**src/design/esd_pkg.sv**
```systemverilog
package esd_pkg;

	// Decoder modes
	typedef enum logic [1:0] {
		MODE_PLAIN = 2'd0,
		MODE_ESC   = 2'd1,
		MODE_HEX   = 2'd2,
		MODE_OCT   = 2'd3
	} mode_t;

	// Characters with a meaning of their own
	localparam logic [7:0] CHR_BSLASH = 8'h5C;
	localparam logic [7:0] CHR_A      = 8'h61;
	localparam logic [7:0] CHR_B      = 8'h62;
	localparam logic [7:0] CHR_F      = 8'h66;
	localparam logic [7:0] CHR_N      = 8'h6E;
	localparam logic [7:0] CHR_R      = 8'h72;
	localparam logic [7:0] CHR_T      = 8'h74;
	localparam logic [7:0] CHR_V      = 8'h76;
	localparam logic [7:0] CHR_X      = 8'h78;
	localparam logic [7:0] CHR_ZERO   = 8'h30;
	localparam logic [7:0] CHR_SEVEN  = 8'h37;
	localparam logic [7:0] CHR_NINE   = 8'h39;
	localparam logic [7:0] CHR_UA     = 8'h41;
	localparam logic [7:0] CHR_UF     = 8'h46;
	localparam logic [7:0] CHR_LF     = 8'h66;

	// Control codes for the letter escapes
	localparam logic [7:0] CODE_BEL = 8'd7;
	localparam logic [7:0] CODE_BS  = 8'd8;
	localparam logic [7:0] CODE_HT  = 8'd9;
	localparam logic [7:0] CODE_LF  = 8'd10;
	localparam logic [7:0] CODE_VT  = 8'd11;
	localparam logic [7:0] CODE_FF  = 8'd12;
	localparam logic [7:0] CODE_CR  = 8'd13;

	// Digits needed to close a run
	localparam logic [1:0] HEX_DIGITS = 2'd3;
	localparam logic [1:0] OCT_EXTRA  = 2'd2;

	// Marker for a byte that is no hex digit
	localparam logic [4:0] NOT_DIGIT = 5'd16;
	localparam logic [4:0] OCT_MAX   = 5'd7;
	localparam logic [4:0] HEX_MAX   = 5'd15;

	// One result waiting at the output
	typedef struct packed {
		logic [7:0] out_byte;
		logic       run_last;
		logic       out_string_end;
	} slot_t;

	// Hex digit value, or NOT_DIGIT
	function automatic logic [4:0] hex_value(input logic [7:0] b);
		logic [7:0] d;
		d = 8'd0;
		if (b >= CHR_ZERO && b <= CHR_NINE) begin
			d = b - CHR_ZERO;
			return d[4:0];
		end
		if (b >= CHR_UA && b <= CHR_UF) begin
			d = b - CHR_UA + 8'd10;
			return d[4:0];
		end
		if (b >= CHR_A && b <= CHR_LF) begin
			d = b - CHR_A + 8'd10;
			return d[4:0];
		end
		return NOT_DIGIT;
	endfunction

endpackage

```
**src/design/esd_if.sv**
```systemverilog
interface esd_in_if;
	logic       valid;
	logic       ready;
	logic [7:0] in_byte;
	logic       string_end;

	modport source (output valid, output in_byte, output string_end, input ready);
	modport sink (input valid, input in_byte, input string_end, output ready);
endinterface

interface esd_out_if;
	logic       valid;
	logic       ready;
	logic [7:0] out_byte;
	logic       run_last;
	logic       out_string_end;

	modport source (output valid, output out_byte, output run_last, output out_string_end,
		input ready);
	modport sink (input valid, input out_byte, input run_last, input out_string_end,
		output ready);
endinterface

```
**src/design/escape_sequence_decoder.sv**
```systemverilog
// Backslash escape decoder for a quoted byte string.
// din carries one raw byte a beat with string_end on the final byte of a
// string; dout carries decoded bytes, run_last on the last byte that one
// input beat yields, and out_string_end on the final decoded byte.
// Each input beat is decoded in the cycle it is accepted and its zero, one
// or two results land in a two-slot output register, so the first result
// is offered in the cycle after acceptance.
// Throughput: one input beat a cycle while each beat yields at most one
// result and dout does not stall; while a beat's two results wait, din
// takes no beat until the first of them is taken. The two-slot output
// register sets this figure.
// A beat is still taken while a single result waits, provided dout takes
// that result in the same cycle. When dout stalls, the held results stay
// and din is held off while any result waits.
// Reset returns the decoder to plain mode with an empty output register.
module escape_sequence_decoder (
	input  logic             clk,
	input  logic             arst_n,
	esd_in_if.sink           din,
	esd_out_if.source        dout
);

	esd_pkg::mode_t mode_q;
	logic [7:0]     acc_q;
	logic [1:0]     dcnt_q;

	esd_pkg::slot_t slot0_q;
	esd_pkg::slot_t slot1_q;
	logic [1:0]     cnt_q;

	esd_pkg::mode_t nmode;
	logic [7:0]     nacc;
	logic [1:0]     ncnt;
	logic [4:0]     hv;
	logic [1:0]     cinc;
	logic           do_plain;
	logic           e0, e1, e2;
	logic [7:0]     v0, v1, v2;
	logic [1:0]     n_res;
	logic [7:0]     r0, r1;
	logic           pop;
	logic           push;
	logic [7:0]     b;

	assign b = din.in_byte;

	// Decode one beat against the current mode
	always_comb begin
		nmode    = mode_q;
		nacc     = acc_q;
		ncnt     = dcnt_q;
		hv       = esd_pkg::hex_value(b);
		cinc     = dcnt_q + 2'd1;
		do_plain = 1'b0;
		e0       = 1'b0;
		v0       = 8'd0;
		e1       = 1'b0;
		v1       = b;
		e2       = 1'b0;
		v2       = 8'd0;

		unique case (mode_q)
			esd_pkg::MODE_PLAIN: begin
				do_plain = 1'b1;
			end
			esd_pkg::MODE_ESC: begin
				nmode = esd_pkg::MODE_PLAIN;
				e0    = 1'b1;
				unique case (b)
					esd_pkg::CHR_A: v0 = esd_pkg::CODE_BEL;
					esd_pkg::CHR_B: v0 = esd_pkg::CODE_BS;
					esd_pkg::CHR_F: v0 = esd_pkg::CODE_FF;
					esd_pkg::CHR_N: v0 = esd_pkg::CODE_LF;
					esd_pkg::CHR_R: v0 = esd_pkg::CODE_CR;
					esd_pkg::CHR_T: v0 = esd_pkg::CODE_HT;
					esd_pkg::CHR_V: v0 = esd_pkg::CODE_VT;
					esd_pkg::CHR_X: begin
						e0    = 1'b0;
						nmode = esd_pkg::MODE_HEX;
						nacc  = 8'd0;
						ncnt  = 2'd0;
					end
					default: begin
						if (b >= esd_pkg::CHR_ZERO && b <= esd_pkg::CHR_SEVEN) begin
							e0    = 1'b0;
							nmode = esd_pkg::MODE_OCT;
							nacc  = {5'd0, b[2:0]};
							ncnt  = 2'd0;
						end else begin
							v0 = b;
						end
					end
				endcase
			end
			esd_pkg::MODE_HEX: begin
				if (hv > esd_pkg::HEX_MAX) begin
					// run ended early: emit value, then treat byte as plain
					e0       = 1'b1;
					v0       = acc_q;
					nmode    = esd_pkg::MODE_PLAIN;
					nacc     = 8'd0;
					ncnt     = 2'd0;
					do_plain = 1'b1;
				end else begin
					nacc = {acc_q[3:0], hv[3:0]};
					ncnt = cinc;
					if (cinc >= esd_pkg::HEX_DIGITS) begin
						e0    = 1'b1;
						v0    = nacc;
						nmode = esd_pkg::MODE_PLAIN;
						nacc  = 8'd0;
						ncnt  = 2'd0;
					end
				end
			end
			esd_pkg::MODE_OCT: begin
				if (hv > esd_pkg::OCT_MAX) begin
					e0       = 1'b1;
					v0       = acc_q;
					nmode    = esd_pkg::MODE_PLAIN;
					nacc     = 8'd0;
					ncnt     = 2'd0;
					do_plain = 1'b1;
				end else begin
					nacc = {acc_q[4:0], hv[2:0]};
					ncnt = cinc;
					if (cinc >= esd_pkg::OCT_EXTRA) begin
						e0    = 1'b1;
						v0    = nacc;
						nmode = esd_pkg::MODE_PLAIN;
						nacc  = 8'd0;
						ncnt  = 2'd0;
					end
				end
			end
			default: begin
				nmode = esd_pkg::MODE_PLAIN;
			end
		endcase

		// Plain byte: open an escape or pass through
		if (do_plain) begin
			if (b == esd_pkg::CHR_BSLASH) begin
				nmode = esd_pkg::MODE_ESC;
			end else begin
				e1 = 1'b1;
			end
		end

		// Flush a pending escape at the end of the string
		if (din.string_end) begin
			if (nmode == esd_pkg::MODE_ESC) begin
				e2 = 1'b1;
				v2 = 8'd0;
			end else if (nmode == esd_pkg::MODE_HEX || nmode == esd_pkg::MODE_OCT) begin
				e2 = 1'b1;
				v2 = nacc;
			end
			nmode = esd_pkg::MODE_PLAIN;
			nacc  = 8'd0;
			ncnt  = 2'd0;
		end
	end

	// Pack the emitted bytes in order
	always_comb begin
		n_res = {1'b0, e0} + {1'b0, e1} + {1'b0, e2};
		r0    = e0 ? v0 : (e1 ? v1 : v2);
		r1    = (e0 && e1) ? v1 : v2;
	end

	// Handshake
	assign pop       = dout.valid && dout.ready;
	assign din.ready = (cnt_q == 2'd0) || (cnt_q == 2'd1 && dout.ready);
	assign push      = din.valid && din.ready;

	assign dout.valid          = (cnt_q != 2'd0);
	assign dout.out_byte       = slot0_q.out_byte;
	assign dout.run_last       = slot0_q.run_last;
	assign dout.out_string_end = slot0_q.out_string_end;

	// Advance decoder state on each accepted beat
	always_ff @(posedge clk or negedge arst_n) begin
		if (!arst_n) begin
			mode_q <= esd_pkg::MODE_PLAIN;
			acc_q  <= 8'd0;
			dcnt_q <= 2'd0;
		end else if (push) begin
			mode_q <= nmode;
			acc_q  <= nacc;
			dcnt_q <= ncnt;
		end
	end

	// Control of the output slots
	always_ff @(posedge clk or negedge arst_n) begin
		if (!arst_n) begin
			cnt_q <= 2'd0;
		end else if (push) begin
			cnt_q <= n_res;
		end else if (pop) begin
			cnt_q <= cnt_q - 2'd1;
		end
	end

	// Load new results, or shift the second slot forward on a pop
	always_ff @(posedge clk) begin
		if (push) begin
			slot0_q.out_byte       <= r0;
			slot0_q.run_last       <= (n_res == 2'd1);
			slot0_q.out_string_end <= (n_res == 2'd1) && din.string_end;
			slot1_q.out_byte       <= r1;
			slot1_q.run_last       <= 1'b1;
			slot1_q.out_string_end <= din.string_end;
		end else if (pop) begin
			slot0_q <= slot1_q;
		end
	end

endmodule

```
**src/flat_wrapper.sv**
```systemverilog
// flat-port wrapper written by rule: the top's interface ports become plain ports
module escape_sequence_decoder_flat 
  (clk, arst_n, din_valid, din_in_byte, din_string_end, din_ready, dout_valid, dout_out_byte, dout_run_last, dout_out_string_end, dout_ready);
  esd_in_if din_i ();
  esd_out_if dout_i ();
  input  logic clk;
  input  logic arst_n;
  input wire logic [$bits(din_i.valid)-1:0] din_valid;
  input wire logic [$bits(din_i.in_byte)-1:0] din_in_byte;
  input wire logic [$bits(din_i.string_end)-1:0] din_string_end;
  output wire logic [$bits(din_i.ready)-1:0] din_ready;
  output wire logic [$bits(dout_i.valid)-1:0] dout_valid;
  output wire logic [$bits(dout_i.out_byte)-1:0] dout_out_byte;
  output wire logic [$bits(dout_i.run_last)-1:0] dout_run_last;
  output wire logic [$bits(dout_i.out_string_end)-1:0] dout_out_string_end;
  input wire logic [$bits(dout_i.ready)-1:0] dout_ready;
  assign din_i.valid = din_valid;
  assign din_i.in_byte = din_in_byte;
  assign din_i.string_end = din_string_end;
  assign din_ready = din_i.ready;
  assign dout_valid = dout_i.valid;
  assign dout_out_byte = dout_i.out_byte;
  assign dout_run_last = dout_i.run_last;
  assign dout_out_string_end = dout_i.out_string_end;
  assign dout_i.ready = dout_ready;
  escape_sequence_decoder u_core (.clk(clk), .arst_n(arst_n), .din(din_i), .dout(dout_i));
endmodule
```
**config.mk**
```make
export PLATFORM = sky130hd
export DESIGN_NAME = escape_sequence_decoder_flat
export DESIGN_NICKNAME = d
export VERILOG_FILES = /design/src/design/esd_pkg.sv /design/src/design/esd_if.sv /design/src/design/escape_sequence_decoder.sv /design/src/flat_wrapper.sv
export SDC_FILE = /design/constraint.sdc
export NUM_CORES = 1
export LEC_CHECK = 0
export BUFFER_PORTS_ARGS = -buffer_cell sky130_fd_sc_hd__buf_4
export CAP_MARGIN = 20
export CORE_MARGIN = 4
export CORE_UTILIZATION = 30
export CTS_CLUSTER_DIAMETER = 80
export DETAILED_ROUTE_END_ITERATION = 8
export GPL_TIMING_DRIVEN = 0
export PLACE_DENSITY = 0.44
export SYNTH_ARGS = -nofsm -noshare
export SYNTH_HDL_FRONTEND = slang
export SYNTH_SLANG_ARGS = --single-unit
```
**constraint.sdc**
```tcl
create_clock -name clk -period 3.2 [get_ports clk]
set_input_delay 0 -clock clk [delete_from_list [all_inputs] [get_ports clk]]
set_output_delay 0 -clock clk [all_outputs]
set_load 0.005 [all_outputs]
```
=== After elaboration in Yosys (flattened, before gate mapping) ===
Cells that the tools add are included.

* Eq/ne operators: 19
* Order comparisons: 11
* Mux-type cells: 70
* Reductions and logical operators: 18
* $add $sub $neg: 9

{| class="wikitable"
|+ Operators by type and width
! kind !! count
|-
| two-way mux 8 bit || 17
|-
| equality test 8 x 7 -> 1 bit, second input constant || 9
|-
| case mux 8 bit (8 select lines) || 1
|-
| case mux 8 bit (3 select lines) || 2
|-
| two-way mux 2 bit || 16
|-
| two-way mux 5 bit || 6
|-
| two-way mux 10 bit || 2
|-
| two-way mux 1 bit || 18
|-
| >= comparator 8 x 7 -> 1 bit, second input constant || 2
|-
| <= comparator 8 x 6 -> 1 bit, second input constant || 2
|-
| <= comparator 8 x 7 -> 1 bit, second input constant || 2
|-
| case mux 8 bit (2 select lines) || 1
|-
| case mux 2 bit (3 select lines) || 2
|-
| adder 5 x 4 -> 5 bit, second input constant || 2
|-
| subtractor 5 x 1 -> 5 bit, second input constant || 2
|-
| logical AND 1 bit || 9
|-
| equality test 2 x 1 -> 1 bit, second input constant || 4
|-
| equality test 2 bit, second input constant || 4
|-
| >= comparator 8 x 6 -> 1 bit, second input constant || 1
|-
| case mux 2 bit (2 select lines) || 2
|-
| OR reduction 7 bit || 1
|-
| case mux 1 bit (3 select lines) || 2
|-
| > comparator 5 x 3 -> 1 bit, second input constant || 1
|-
| > comparator 5 x 4 -> 1 bit, second input constant || 1
|-
| 14 further kinds || 18
|}

* Register bits after elaboration: 33
* Word-level logic and storage cells: 136
* Output and inout port bits: 12

=== Logic depth before layout (Yosys ltp) ===
Gate-level depths: netlist of the first run.

* Depth in word-level cells: 23
* Depth in mapped cells: 14
* Gate-level depth less buffers: 13

=== Worst setup path before layout of the first run ===
No wires, ideal clock.

* Path type: input-to-reg
* Start: in din_in_byte[0]
* End: reg, netlist name u_core.dout.out_string_end
* Slack: 0.267 ns
* Library setup time: 0.188 ns
* Buffers on the path: 1
* Cell stages on the path: 12
* Arrival time: 2.745 ns
* Required time: 3.012 ns
* Cells stage by stage: buf_2 > inv_1 > ha_1 > nor2_1 > or3_4 > o21a_4 > o31a_4 > nor2b_4 > or3_1 > o21ai_1 > fa_1 > o41ai_1

* Longest elaborated chain between the ends: 22

{| class="wikitable"
|+ Ends and longest elaborated chain
! item !! RTL line !! text
|-
| start: declaration || flat_wrapper.sv:9 || <nowiki>input wire logic [$bits(din_i.in_byte)-1:0] din_in_byte;</nowiki>
|-
| branches (longest 18 deep; another with subtractor 5 x 1 -> 5 bit) || n/a ||
|-
| adder 2 x 1 -> 2 bit * || escape_sequence_decoder.sv:167 || <nowiki>n_res = {1'b0, e0} + {1'b0, e1} + {1'b0, e2};</nowiki>
|-
| equality test 2 x 1 -> 1 bit * || escape_sequence_decoder.sv:211 || <nowiki>slot0_q.out_string_end <= (n_res == 2'd1) && din.string_end;</nowiki>
|-
| logical AND 1 bit * || escape_sequence_decoder.sv:211 ||
|-
| two-way mux 10 bit * || escape_sequence_decoder.sv:208 || <nowiki>if (push) begin</nowiki>
|}

Every way passes the cells marked *. The select of a mux whose other input is x is not followed.
A chain may end at the register's enable or synchronous reset.

=== Worst setup path after layout of the first run ===
* Start: in din_in_byte[1]
* End: reg, netlist name u_core.dout.out_string_end

* Longest elaborated chain between the ends: 22

{| class="wikitable"
|+ Ends and longest elaborated chain
! item !! RTL line
|-
| branches (longest 18 deep; another with subtractor 5 x 1 -> 5 bit) || n/a
|-
| adder 2 x 1 -> 2 bit * || escape_sequence_decoder.sv:167
|-
| equality test 2 x 1 -> 1 bit * || escape_sequence_decoder.sv:211
|-
| logical AND 1 bit * || escape_sequence_decoder.sv:211
|-
| two-way mux 10 bit * || escape_sequence_decoder.sv:208
|}

Marks and branches as above.

==> results of run 1 <==
-- cell usage after synthesis, types with 3 or more instances --
cell type / instances / area (µm²)
a22o_1: 7 / 61.3
buf_1: 4 / 15.0
nand4_1: 3 / 18.8
edfxtp_1: 19 / 571
nand2b_1: 6 / 37.5
a32oi_1: 3 / 26.3
a31o_2: 5 / 43.8
mux2i_1: 4 / 40.0
a21o_1: 4 / 30.0
nor2b_1: 3 / 18.8
inv_1: 15 / 56.3
a221o_1: 5 / 50.1
or3_1: 3 / 18.8
a221oi_1: 4 / 35.0
and2_1: 11 / 68.8
nor3_1: 12 / 60.1
o211ai_1: 3 / 22.5
nand3_1: 7 / 35.0
ha_1: 10 / 125
buf_2: 5 / 25.0
nor2_1: 24 / 90.1
a31oi_1: 7 / 43.8
nand2_1: 36 / 135
a21oi_1: 12 / 60.1
o22a_1: 4 / 35.0
o22ai_1: 4 / 25.0
nor4b_1: 3 / 26.3
dfrtp_1: 14 / 350
clkbuf_1: 12 / 45.0
o21ai_0: 17 / 85.1
-- flip-flops by register name, summed over array words and instances (netlist names) --
| name | count |
|---|---|
| u_core.acc_q | 8 |
| u_core.cnt_q | 2 |
| u_core.dcnt_q | 2 |
| u_core.dout.out_byte | 8 |
| u_core.dout.out_string_end | 1 |
| u_core.dout.run_last | 1 |
| u_core.mode_q | 2 |
| u_core.slot1_q | 9 |
-- worst max path at each step --
stage	end	cells past startpoint	start	slack, ns
after floorplan	u_core.dout.out_string_end$_DFFE_PP_	12	din_in_byte[0]	0.27
after global placement	u_core.dout.out_string_end$_DFFE_PP_	13	din_in_byte[1]	-0.28
after detailed placement	u_core.dout.out_string_end$_DFFE_PP_	13	din_in_byte[1]	-0.26
after CTS	u_core.dout.out_string_end$_DFFE_PP_	13	din_in_byte[0]	0.03
after global routing	u_core.dout.out_string_end$_DFFE_PP_	13	din_in_byte[1]	0.005
final	u_core.dout.out_string_end$_DFFE_PP_	13	din_in_byte[1]	0.15
-- power by group through the flow --
stage	Sequential, mW	Clock [mW]	Combinational [mW]
after detailed placement	0.618	0	0.609
after global routing	0.619	0.413	0.691
after floorplan	0.617	0	0.368
final	0.608	0.387	0.626
after CTS	0.609	0.393	0.615
after global placement	0.616	0	0.614
-- per-layer routing --
layer	share of wire (%)	vias up	routed length, µm
met4	0.72	0	67
met5	0	-	0
li1	-	1311	-
met2	46	90	4240
met1	49	1333	4590
met3	4.4	6	413
-- timing repair --
action / 4_1_cts / 5_1_grt
hold buffers: 2 / 0
setup endpoints to repair: 3 / 2
resized for setup: 3 / 8
gates cloned: 0 / 0
endpoints found under the hold margin: 15 / 0
-- layout make-up --
cell class | count | area, µm² | share of cell area (%)
Tap cell | 129 | 161 | 4.77
Clock inverter | 2 | 33.8 | 0.997
Timing Repair Buffer | 24 | 185 | 5.47
Sequential cell | 33 | 921 | 27.2
Inverter | 15 | 56.3 | 1.66
Clock buffer | 6 | 72.6 | 2.14
Buffer | 24 | 109 | 3.21
Multi-Input combinational cell | 257 | 1850 | 54.6
-- stage by stage --
stage / TNS [ns] / cell area, µm² / std cells / worst slack, ns / util, %
final: 0 / 3390 / 490 / 0.152 / 36.5
after global routing: 0 / 3390 / 490 / 0.00536 / 36.5
after CTS: 0 / 3340 / 490 / 0.0296 / 36.0
after detailed placement: -0.494 / 3200 / 480 / -0.255 / 34.5
after global placement: -0.567 / 3200 / 480 / -0.284 / 34.5
after floorplan: 0 / 2880 / 329 / 0.267 / -
-- kinds of logic after synthesis --
family / after synthesis / share of synthesized area (%)
buffers and inverters: 39 / 5.74
xor gates and xnor gates: 1 / 0.304
and+or+nand+nor: 133 / 26.3
muxes: 5 / 1.78
DFF: 33 / 32.0
adders and majority gates: 11 / 5.04
AOI/OAI and AO/OA: 107 / 28.9
-- critical path: stages --
cell and delay [ns]:
buf_4 0.12, buf_2 0.19, inv_1 0.13, ha_2 0.22
nor2_1 0.08, or3_4 0.37, o21a_4 0.16, o31a_4 0.39
nor2b_4 0.14, or3_1 0.36, o21ai_1 0.19, fa_2 0.50
o41ai_2 0.31
==> flow_summary.json, run 1 <==
{
  "synth_seq_cells": 33,
  "hold-path-cell-count": 2,
  "status": "complete, no violations",
  "pwr-share-clk_pct": 23.9,
  "cp.arrival_ns": 3.15,
  "p_total_mw": 1.62,
  "synth_nets": 353,
  "dp_hpwl_um": 7010,
  "initial_core_util_pct": 31.0,
  "syn_to_final_growth_pct": 17.7,
  "post_drt_via_cell_ratio": 5.59,
  "hp-class": "primary input to flip-flop",
  "start_kind": "primary input",
  "antenna_found_initial": 0,
  "gp_congestion": 0.885,
  "switchingPower_mw": 0.557,
  "yosysWarningCount": 0,
  "hold_viol": 0,
  "track_usage_pct": 16.5,
  "cts-buffers-inserted": 5,
  "rrSetupSlack_ns": 0.19,
  "drtPass1Iterations": 5,
  "ir_drop_uv": 169,
  "whs_endpoint": "u_core.slot1_q[9]$_DFFE_PP_",
  "fin_crit_ns": 3.05,
  "layout_commonest_cell": "nand2_1",
  "use_met2_pct": 25.0,
  "num_antenna_cells": 0,
  "timing.final.crit_share_pct": 95.3,
  "clock_path_buffers": 2,
  "endpoint_kind": "flip-flop",
  "worstRegToRegCells": 9,
  "routedWlPerCell_um": 19.0,
  "clkTransAtPathRegs_ns": 0.08,
  "critPathKind": "primary input to flip-flop",
  "die_width_um": 106,
  "grt_busiest_layer": "met1",
  "clkLatencyLatePin_ns": 0.29,
  "clock_sinks": 33,
  "grt_pass1_wl_um": 14700,
  "routed_wl_um": 9310,
  "cts_root_buf": "clkbuf_8",
  "gr-usage-met1_pct": 25.1,
  "power_leakage_nw": 1.27,
  "use_met3_pct": 2.37,
  "drv_slew": 0,
  "antenna_left": 0,
  "crit_fanout": 10,
  "drc": 0,
  "switching_share_pct": 34.4,
  "synth_cell_types": 79,
  "seq_power_share_pct": 37.5,
  "ioPinCount": 25,
  "vias": 2740,
  "worstPathRequired_ns": 3.31,
  "nFillCells": 977,
  "hp-start": "din_in_byte[7]",
  "netlist_area_mm2": 0.00288,
  "synth_ff_type": "edfxtp_1",
  "rsz0062_at_grt": "no",
  "numPortBuffers": 22,
  "final_cell_mix": "nand2_1, nor2_1, buf_4",
  "tightest_slew_ns": 1.01,
  "async_reset_ff_share_pct": 42.4,
  "rows": 35,
  "intPower_mw": 1.06,
  "timing.rr.end": "u_core.dout.run_last$_SDFFCE_PN1P_",
  "overflow": 0,
  "relSlewSlack_pct": 33.0,
  "postCtsSetupBuffers": 0,
  "power_density_mw_per_mm2": 479,
  "synth-edff-count": 19,
  "die_area_mm2": 0.0112,
  "htree_levels": 2,
  "setup_viol": 0,
  "grt_max_degree": 19,
  "max_cap_viol_count": 0,
  "netlist_instances": 329,
  "comb_power_share_pct": 38.6,
  "r2r-start": "u_core.dcnt_q[0]$_DFFE_PN0P_",
  "ys_seq_area_share_pct": 32.0,
  "avgSynthCellArea_um2": 8.75,
  "final_nets": 384,
  "die_height_um": 106,
  "timing.fmax_mhz": 328,
  "first_global_vias": 2498,
  "fin_skew_ns": 0.00929,
  "drtIter0Drc": 252,
  "drive_above_1_share_pct": 18.3,
  "fin_hold_ws_ns": 0.0740,
  "tritoncts": "done",
  "core_area_mm2": 0.00928
}
(Power assumes the default switching activity.)
==> run 2, diff against run 1 <==
--- a/config.mk
+++ b/config.mk
@@ -12,7 +12,8 @@
 export CTS_CLUSTER_DIAMETER = 80
 export DETAILED_ROUTE_END_ITERATION = 8
 export GPL_TIMING_DRIVEN = 0
-export PLACE_DENSITY = 0.44
+export PLACE_DENSITY = 0.45
+export SLEW_MARGIN = 10
 export SYNTH_ARGS = -nofsm -noshare
 export SYNTH_HDL_FRONTEND = slang
 export SYNTH_SLANG_ARGS = --single-unit
==> constraint.sdc (replaced) <==
create_clock -name clk -period 2.7 [get_ports clk]
set_input_delay 0 -clock clk [delete_from_list [all_inputs] [get_ports clk]]
set_output_delay 0 -clock clk [all_outputs]
set_load 0.005 [all_outputs]
==> flow_summary.json, run 2 (synthesis results as in run 1) <==
{
  "cts_root_buf": "clkbuf_8",
  "max_cap_viol_count": 0,
  "initial_core_util_pct": 31.0,
  "whs_endpoint": "u_core.slot1_q[9]$_DFFE_PP_",
  "hold_viol": 0,
  "timing.final.crit_share_pct": 103,
  "vias": 2821,
  "clock_path_buffers": 2,
  "r2r-start": "u_core.dcnt_q[1]$_DFFE_PN0P_",
  "clkLatencyLatePin_ns": 0.29,
  "rows": 35,
  "hp-start": "din_in_byte[7]",
  "clkTransAtPathRegs_ns": 0.08,
  "crit_fanout": 3,
  "worstRegToRegCells": 9,
  "htree_levels": 2,
  "grt_busiest_layer": "met2",
  "die_height_um": 106,
  "crit_chain": "inv_2 > ha_4 > and4b_1 > o311a_1 > nor3_2 > or3_1 > nand2_2 > fa_2 > o41ai_2",
  "use_met3_pct": 2.73,
  "drv_slew": 0,
  "hp-class": "primary input to flip-flop",
  "critPathKind": "flip-flop to flip-flop",
  "setup_viol": 2,
  "cp.arrival_ns": 2.90,
  "fin_crit_ns": 2.78,
  "final_nets": 393,
  "grt_max_degree": 19,
  "crit_path_start": "u_core.dcnt_q[1]$_DFFE_PN0P_",
  "power_density_mw_per_mm2": 565,
  "clock_sinks": 33,
  "use_met2_pct": 27.7,
  "grt_pass1_wl_um": 15600,
  "largest_register_ffs": 9,
  "syn_to_final_growth_pct": 22.2,
  "violations": "negative setup slack",
  "final_cell_mix": "nand2_1, buf_4, nor2_1",
  "gp_congestion": 0.873,
  "rsz0062_at_grt": "yes",
  "start_kind": "flip-flop",
  "track_usage_pct": 17.6,
  "numPortBuffers": 22,
  "tightest_slew_ns": 0.601,
  "drc": 0,
  "status": "finished with violations",
  "core_area_mm2": 0.00928,
  "die_width_um": 106,
  "antenna_found_initial": 0,
  "drive_above_1_share_pct": 24.3,
  "p_total_mw": 1.99,
  "timing.rr.end": "u_core.dout.out_string_end$_DFFE_PP_",
  "routedWlPerCell_um": 19.3,
  "gr-usage-met1_pct": 25.5,
  "post_drt_via_cell_ratio": 5.65,
  "power_leakage_nw": 1.32,
  "drtPass1Iterations": 5,
  "regMostFlops": "u_core.slot1_q",
  "tritoncts": "done",
  "utilization_pct": 37.9,
  "relSlewSlack_pct": 59.9,
  "cts-buffers-inserted": 5,
  "dp_hpwl_um": 7090,
  "layout_setup_ws_ns": -0.0829,
  "worstPathRequired_ns": 2.81,
  "timing.fmax_mhz": 359,
  "die_area_mm2": 0.0112,
  "layout_commonest_cell": "nand2_1",
  "ir_drop_uv": 267,
  "crit_slowest_cell": "fa_2",
  "ioPinCount": 25,
  "num_antenna_cells": 0,
  "first_global_vias": 2698,
  "reg.largest.list": "u_core.slot1_q (9), u_core.acc_q (8), u_core.dout.out_byte (8)",
  "antenna_left": 0,
  "fin_skew_ns": 0.00509,
  "overflow": 0,
  "cp_slowest_stage_delay_ns": 0.49,
  "rrSetupSlack_ns": -0.08,
  "drtIter0Drc": 236,
  "hold-path-cell-count": 2,
  "endpoint_kind": "flip-flop",
  "routed_wl_um": 9640
}
-- run 2: changes by cell type in the layout (fill, tap and decap cells not counted), sizes merged --
cell,delta
buf,+10
clkbuf,-1
-- run 2: how the worst max path moves through the flow --
stage | cells after the start | slack, ns | to
floorplan | 12 | -0.02 | u_core.dout.out_string_end$_DFFE_PP_
global placement | 13 | -0.48 | u_core.dout.out_string_end$_DFFE_PP_
detailed placement | 13 | -0.45 | u_core.dout.out_string_end$_DFFE_PP_
CTS | 10 | -0.09 | u_core.dout.run_last$_SDFFCE_PN1P_
global route | 13 | -0.19 | u_core.dout.out_string_end$_DFFE_PP_
finish | 9 | -0.08 | u_core.dout.out_string_end$_DFFE_PP_
-- run 2: through the flow --
stage	cell area (µm²)	hold slack, ns	setup WS [ns]	std cells	TNS [ns]
floorplan	2940	-0.296	-0.0177	329	-0.0177
global placement	3270	-0.131	-0.483	480	-1.74
detailed placement	3270	-0.130	-0.447	480	-1.58
CTS	3480	0.0728	-0.0942	497	-0.174
global route	3520	0.0894	-0.186	499	-0.392
finish	3520	0.0752	-0.0829	499	-0.128
-- run 2: what timing repair did --
item	4_1_cts	5_1_grt
pin swaps	9	2
cloned	0	0
hold endpoints to repair	15	0
gates resized for setup	13	7
endpoints found under the setup margin	5	10
buffers inserted	8	2
hold buffers	2	0
-- run 2: power by group --
group / internal, mW / switching (mW)
Combinational: 0.333 / 0.458
Sequential: 0.682 / 0.0376
Clock: 0.273 / 0.203
Total: 1.29 / 0.699
-- run 2: routing by layer --
layer,vias up,wire length (µm)
li1,1337,-
met1,1383,4580
met2,89,4480
met3,12,461
met4,0,116
met5,-,0
-- run 2: cell type report --
cell class	instances	area, µm²
Timing Repair Buffer	34	260
Clock inverter	2	33.8
Sequential cell	33	921
Multi-Input combinational cell	257	1890
Inverter	15	58.8
Buffer	23	115
Tap cell	129	161
Fill cell	982	5770
Clock buffer	6	72.6
-- run 2: critical path, delay by kind of cell, from the launching register on --
kind	cells	cell delay, ns
and+or+nand+nor	4	0.89
AOI/OAI and AO/OA	2	0.50
buffers and inverters	1	0.09
adders and majority gates	2	0.71
DFF	1	0.39
